--- src/rtl/stride_descriptor_rank_compressor_macros.svh ---
// Assertion helpers shared by the checking code of the rank compressor.
`ifndef STRIDE_DESCRIPTOR_RANK_COMPRESSOR_MACROS_SVH
`define STRIDE_DESCRIPTOR_RANK_COMPRESSOR_MACROS_SVH

// same-cycle implication, sampled on clk, off during reset
`define SDRC_ASSERT_NOW(label, ante, cons, msg) \
	label: assert property (@(posedge clk) disable iff (!arst_n) (ante) |-> (cons)) \
		else $error(msg);

// next-cycle implication
`define SDRC_ASSERT_NEXT(label, ante, cons, msg) \
	label: assert property (@(posedge clk) disable iff (!arst_n) (ante) |=> (cons)) \
		else $error(msg);

`endif

--- src/rtl/sdrc_pkg.sv ---
// ----------------------------------------------------------------------------
// sdrc_pkg
// Types, sizes and helpers shared by the stride descriptor rank compressor.
// ----------------------------------------------------------------------------
package sdrc_pkg;

	localparam int STORE_WORDS = 64;
	localparam int MAX_DEPTH   = 4;
	localparam int AW          = $clog2(STORE_WORDS) + 2;
	localparam int DW          = 4;
	localparam int JW          = 5;
	localparam int POS_SLOTS   = STORE_WORDS / 4;
	localparam int PIW         = $clog2(POS_SLOTS);
	localparam int QDEPTH      = 2;
	localparam int NEW_WORDS   = 4;

	localparam logic [31:0] WORD_M1    = 32'hFFFF_FFFF;
	localparam logic [31:0] FOLD_ITERS = 32'd2;

	typedef logic [31:0]   word_t;
	typedef logic [AW-1:0] addr_t;
	typedef logic [DW-1:0] depth_t;

	typedef enum logic {
		OP_ADD  = 1'b0,
		OP_DUMP = 1'b1
	} op_t;

	typedef struct packed {
		op_t         op;
		logic [30:0] rank;
	} item_t;

	typedef enum logic [4:0] {
		S_IDLE,
		S_INIT,
		S_WALK,
		S_EXT,
		S_MUL,
		S_EXTCHK,
		S_EXTWR,
		S_APP,
		S_FSTART,
		S_TRY,
		S_CMP,
		S_EQST,
		S_SHIFT,
		S_EQWR,
		S_DPRD,
		S_DPCHK,
		S_DPWR,
		S_NEXT,
		S_RESULT,
		S_DUMP
	} state_t;

	// negated depth word to a depth, clamped to 1..MAX_DEPTH
	function automatic depth_t depth_of(word_t w);
		word_t d;
		d = 32'd0 - w;
		if (d < 32'd1)
			return depth_t'(1);
		else if (d > 32'(MAX_DEPTH))
			return depth_t'(MAX_DEPTH);
		else
			return d[DW-1:0];
	endfunction

endpackage

--- src/rtl/sdrc_req_if.sv ---
// ----------------------------------------------------------------------------
// sdrc_req_if
// Request channel: opcode and rank with valid/ready.
// ----------------------------------------------------------------------------
interface sdrc_req_if;
	logic        valid;
	logic        ready;
	logic        opcode;
	logic [30:0] rank_value;

	modport source (output valid, output opcode, output rank_value, input ready);
	modport sink   (input valid, input opcode, input rank_value, output ready);
endinterface

--- src/rtl/sdrc_front.sv ---
// ----------------------------------------------------------------------------
// sdrc_front
// Takes request transfers, classifies the opcode and queues them for the back end.
// ----------------------------------------------------------------------------
module sdrc_front
	import sdrc_pkg::*;
(
	input  logic  clk,
	input  logic  arst_n,
	sdrc_req_if.sink req,
	output item_t q_item,
	output logic  q_valid,
	input  logic  q_pop
);

	localparam int QPW = $clog2(QDEPTH);

	item_t              slot_q [QDEPTH];
	logic [QPW-1:0]     wptr_q;
	logic [QPW-1:0]     rptr_q;
	logic [QPW:0]       count_q;
	logic               push;

	assign req.ready = (count_q != (QPW+1)'(QDEPTH));
	assign push      = req.valid && req.ready;
	assign q_valid   = (count_q != '0);
	assign q_item    = slot_q[rptr_q];

	always_ff @(posedge clk) begin
		if (push) begin
			slot_q[wptr_q].op   <= req.opcode ? OP_DUMP : OP_ADD;
			slot_q[wptr_q].rank <= req.rank_value;
		end
	end

	always_ff @(posedge clk or negedge arst_n) begin
		if (!arst_n) begin
			wptr_q  <= '0;
			rptr_q  <= '0;
			count_q <= '0;
		end else begin
			if (push)
				wptr_q <= (wptr_q == QPW'(QDEPTH-1)) ? '0 : wptr_q + 1'b1;
			if (q_pop && q_valid)
				rptr_q <= (rptr_q == QPW'(QDEPTH-1)) ? '0 : rptr_q + 1'b1;
			count_q <= count_q + (QPW+1)'(push) - (QPW+1)'(q_pop && q_valid);
		end
	end

endmodule

--- src/flat_wrapper.sv ---
// flat-port wrapper written by rule: the top's interface ports become plain ports
module sdrc_front_flat import sdrc_pkg::*;
  (clk, arst_n, q_item, q_valid, q_pop, req_valid, req_opcode, req_rank_value, req_ready);
  sdrc_req_if req_i ();
  input  logic clk;
  input  logic arst_n;
  output item_t q_item;
  output logic q_valid;
  input  logic q_pop;
  input wire logic [$bits(req_i.valid)-1:0] req_valid;
  input wire logic [$bits(req_i.opcode)-1:0] req_opcode;
  input wire logic [$bits(req_i.rank_value)-1:0] req_rank_value;
  output wire logic [$bits(req_i.ready)-1:0] req_ready;
  assign req_i.valid = req_valid;
  assign req_i.opcode = req_opcode;
  assign req_i.rank_value = req_rank_value;
  assign req_ready = req_i.ready;
  sdrc_front u_core (.clk(clk), .arst_n(arst_n), .req(req_i), .q_item(q_item), .q_valid(q_valid), .q_pop(q_pop));
endmodule
--- config.mk ---
export PLATFORM = sky130hd
export DESIGN_NAME = sdrc_front_flat
export DESIGN_NICKNAME = d
export VERILOG_FILES = /design/src/rtl/stride_descriptor_rank_compressor_macros.svh /design/src/rtl/sdrc_pkg.sv /design/src/rtl/sdrc_req_if.sv /design/src/rtl/sdrc_front.sv /design/src/flat_wrapper.sv
export SDC_FILE = /design/constraint.sdc
export NUM_CORES = 1
export LEC_CHECK = 0
export ABC_CLOCK_PERIOD_IN_PS = 3100
export BUFFER_PORTS_ARGS = -buffer_cell sky130_fd_sc_hd__buf_2
export CORE_ASPECT_RATIO = 0.75
export CORE_UTILIZATION = 52
export CTS_CLUSTER_SIZE = 8
export DETAILED_ROUTE_END_ITERATION = 10
export PLACE_DENSITY = 0.89
export SYNTH_ARGS = -nofsm -noshare
export SYNTH_HDL_FRONTEND = slang
export SYNTH_SLANG_ARGS = --single-unit
--- constraint.sdc ---
create_clock -name clk -period 3.1 [get_ports clk]
set_input_delay 0.62 -clock clk [delete_from_list [all_inputs] [get_ports clk]]
set_output_delay 0.62 -clock clk [all_outputs]
set_load 0.02 [all_outputs]
; ---- Word-level counts from Yosys, hierarchy flattened
; Memory sizes are Yosys's and may differ from the RTL's.
; Cells that the tools add are included.
[totals]
output_inout_bits = 34
ram_bits = 64
romBits = 0
mem_count = 1
register_bits = 4
input_bits = 36
wordCells = 17
latchBits = 0
[memory_table]
columns = memory, depth, word_bits, rd, rd_ports_with_merged_regs, wr, line
row1 = u_core.slot_q, 2, 32, 1, 0, 1, sdrc_front.sv:18  ; item_t slot_q [QDEPTH];
[op_classes]
div = 0
add_sub_neg = 4
n_eq_ne = 1
muxes = 5
multipliers = 0
n_lt_le_gt_ge = 0
shift = 0
n_reduce_logical = 3
n_bitwise = 0
[op_table]
columns = operator, count
row1 = 1-bit two-way mux, 5
row2 = "1-bit adder, second input constant", 2
row3 = 2-bit by 1-bit adder with 2-bit output, 1
row4 = 1-bit logical AND, 2
row5 = "2-bit != test, second input constant", 1
row6 = 2-bit nonzero test, 1
row7 = 2-bit by 1-bit subtractor with 2-bit output, 1

; ---- Logic depth before layout (Yosys ltp)
[logic_depth]
ltp_word = 4
ltp_mapped = 7
mapped_depth_nobuf = 7

; ---- Least setup slack after synthesis
; OpenSTA, ideal clock, no wires.
[synth_timing]
path_kind = register to register
from = register u_core.count_q[1]
to = memory u_core.slot_q[0][0] (netlist bit), enable pin
stages_incl_launch_ff = 4
t_arrival_ns = 2.107
setup_ns = 0.421
slack_ns = 0.572
required_time_ns = 2.679
cell_sequence = dfrtp_1 > nand2b_1 > nand2_1 > nor2_1
[synth_via]
elab_chain_len = 4
[synth_rtl]
columns = item, line
row1 = start: declaration, sdrc_front.sv:21  ; logic [QPW:0] count_q;
row2 = start signal: assignment, sdrc_front.sv:46  ; count_q <= count_q + (QPW+1)'(push) - (QPW+1)'(q_pop && q_valid);
row3 = 2-bit != test, sdrc_front.sv:24  ; assign req.ready = (count_q != (QPW+1)'(QDEPTH));
row4 = net req_ready, flat_wrapper.sv:13  ; output wire logic [$bits(req_i.ready)-1:0] req_ready;
row5 = 1-bit logical AND, sdrc_front.sv:25  ; assign push = req.valid && req.ready;
row6 = 1-bit two-way mux, sdrc_front.sv:30  ; if (push) begin
row7 = 1-bit two-way mux (not written as such), sdrc_front.sv:32  ; slot_q[wptr_q].rank <= req.rank_value;
row8 = end: declaration, sdrc_front.sv:18
; The timed path passes the listed nets, and every way through them passes these cells.

==> flow_summary_export.csv <==
group,metric,value,unit
cts,cts-resized-gates,0,
setup_path,startpoint_type,"flip-flop",
setup_path,startpoint,"u_core.rptr_q",
placed_design,dp_hpwl,2460,um
setup_path,arrival,1560,ps
sta,rsz0062_at_grt,"false",
hold_path,hp-class,"primary input to asynchronous set/reset pin",
placed_design,port_buffers,69,
cts,post_cts_buffers,0,
final_layout,antenna_cells,0,
floorplanning,fp-row-count,22,
routing,wl_per_cell,14.5,um
setup_path,crit_end,"q_item[23]",
routing,antenna_left,0,
cts,cts_hold_buf,0,
routing,drtIter0Drc,62,
sta,slew_headroom,37.4,%
cts,root_buffer,"clkbuf_8",
grt,overflow,0,
outcome,failed_checks,"design-rule violations",
placed_design,dp_cells,247,
routing,finalWirelength,3810,um
grt,grt_pass1_vias,1255,
sta,final_hold_viol_count,0,
cts,cts_max_path_buffers,2,
setup_path,worstPathRequired,2480,ps
cts,clk_pin_slew,60,ps
floorplanning,die_w,84.3,um
yosys,ys_ff_latch,68,
floorplanning,start_util,53.9,%
sta,worst_pin_slew,936,ps
setup_path,critPathKind,"flip-flop to primary output",
grt,antenna_found_initial,0,
final_layout,fin_nets,236,
floorplanning,die_h,63.7,um
final_layout,drive_gt1_share,57.6,%
floorplanning,ios,70,
sta,max_freq,459,MHz
sta,fin_crit,2180,ps
setup_path,worst_r2r_path_depth,3,
cts,numCtsBuffers,9,
floorplanning,core_area,0.00490,mm^2
yosys,syn_area,0.00264,mm^2
yosys,syn_area_per_cell,22.2,um^2
grt,grt_max_degree,33,
routing,vias,1279,
yosys,synth_cell_type_count,15,
floorplanning,die_area,0.00537,mm^2
setup_path,crit_path_end_kind,"primary output",
routing,drc,10,
yosys,yosys_warnings,0,
final_layout,syn_to_final_growth,22.3,%
power_and_ir_drop,ir_drop,0.000456,V
routing,firstDrtPassIters,7,
yosys,synth_cells,119,
cts,cts_sinks,68,
power_and_ir_drop,power-per-cell-area,978,mW/mm^2
setup_path,critPathMaxFanout,19,
sta,finalCritPeriodShare,70.2,%
setup_path,reg2reg_to,"u_core.slot_q[0][17]",
yosys,ys_seq_area_share,76.5,%
routing,via_per_inst,4.86,
job,drv_cap,0,
setup_path,reg2reg_from,"u_core.count_q[1]",
cts,clock_latency,340,ps
final_layout,final_cells,263,
cts,cts_tree,"done",
cts,cts_max_level,3,
grt,grt_pass1_wl,6070,um
outcome,status,"finished, violations left",
placed_design,gp_congestion,0.688,
sta,slew_viol_final,0,
grt,track_usage,16.2,%
sta,finalSetupViolCount,0,
yosys,synth_nets,157,
power_and_ir_drop,power.leakage,1.33,nW
sta,setup_tns,0,ps
sta,fin_skew,6.61,ps
setup_path,rrSetupSlack,1330,ps
[logic make-up (layout without fill, tap and decap cells)]
logic type,count (synthesis),in the layout,synth area share (%)
and+or+nand+nor,6,6,1.33
xor gates and xnor gates,4,4,1.33
adders and majority gates,2,2,0.947
DFF,68,68,76.5
buffers and inverters,7,91,2.13
muxes,32,32,17.8
[metrics by stage]
step / total power [mW] / instance area (um^2) / utilization (%) / hold slack [ps] / setup WS, ps
2_1_floorplan: 2.25 / 2640 / - / 324 / 572
3_3_place_gp: 2.50 / 3050 / 62.2 / 432 / 1170
3_5_place_dp: 2.53 / 3050 / 62.2 / 430 / 1110
4_1_cts: 3.21 / 3230 / 66.0 / 60.5 / 887
5_1_grt: 3.33 / 3230 / 66.0 / 58.3 / 845
6_report: 3.16 / 3230 / 66.0 / 80.4 / 923
[cells in the final DEF (no fill, tap or decap), drive strengths merged]
cell type / Yosys / layout
nand2: 1 / 1
nor2: 1 / 1
inv: 3 / 3
xor2: 1 / 1
and2: 1 / 1
ha: 2 / 2
mux2: 32 / 32
or2: 1 / 1
clkbuf: 0 / 10
dfrtp: 4 / 4
bufinv: 0 / 1
buf: 4 / 72
clkinv: 0 / 4
edfxtp: 64 / 64
and3: 1 / 1
nand2b: 1 / 1
clkinvlp: 0 / 1
xnor2: 3 / 3
[registers in the layout (all words and copies together) (netlist names)]
name            cells
u_core.count_q      2
u_core.rptr_q       1
u_core.slot_q      64
u_core.wptr_q       1
[synth_stat cells, drive strengths merged]
cell,number,area share (%)
nand2,1,0.14
xor2,1,0.33
mux2,32,18
edfxtp,64,73
nor2,1,0.14
ha,2,0.95
and3,1,0.24
xnor2,3,0.99
nand2b,1,0.24
buf,4,1.7
and2,1,0.33
inv,3,0.43
dfrtp,4,3.8
or2,1,0.24
[layout make-up]
type                            count  area, um^2
Sequential cell                    68        2020
Fill cell                         351        1670
Multi-Input combinational cell     44         572
Timing Repair Buffer               72         368
Clock buffer                       10         128
Tap cell                           60        75.1
Clock inverter                      6        55.1
Inverter                            3        11.3
[routing by layer]
layer / wire length (um) / up-vias / track usage (%)
met2: 1730 / 58 / 25.2
met1: 1620 / 600 / 18.2
met5: 0 / - / 0
met3: 391 / 8 / 8.66
met4: 68 / 0 / 8.41
li1: - / 613 / -
[worst min-delay path by stage]
stage	start	endpoint	slack, ps	depth (start not counted)
finish	arst_n	u_core.count_q[0]	80	1
global route	arst_n	u_core.count_q[0]	60	1
global placement	arst_n	u_core.wptr_q	430	1
CTS	arst_n	u_core.count_q[0]	60	1
detailed placement	arst_n	u_core.wptr_q	430	1
floorplan	arst_n	u_core.count_q[0]	320	0
[critical path, cell delays in order, from the launching register on]
cell     delay (ps)
dfrtp_2         350
buf_4           320
mux2_1          380
buf_2           170
[power by group]
| part | internal (mW) | leakage, nW | total (mW) | switching (mW) |
|---|---|---|---|---|
| Combinational | 0.520 | 0.598 | 1.17 | 0.652 |
| Clock | 0.363 | 0.0911 | 0.664 | 0.301 |
| Sequential | 1.26 | 0.640 | 1.33 | 0.0621 |
No activity file was read; power rests on OpenSTA's default activity.
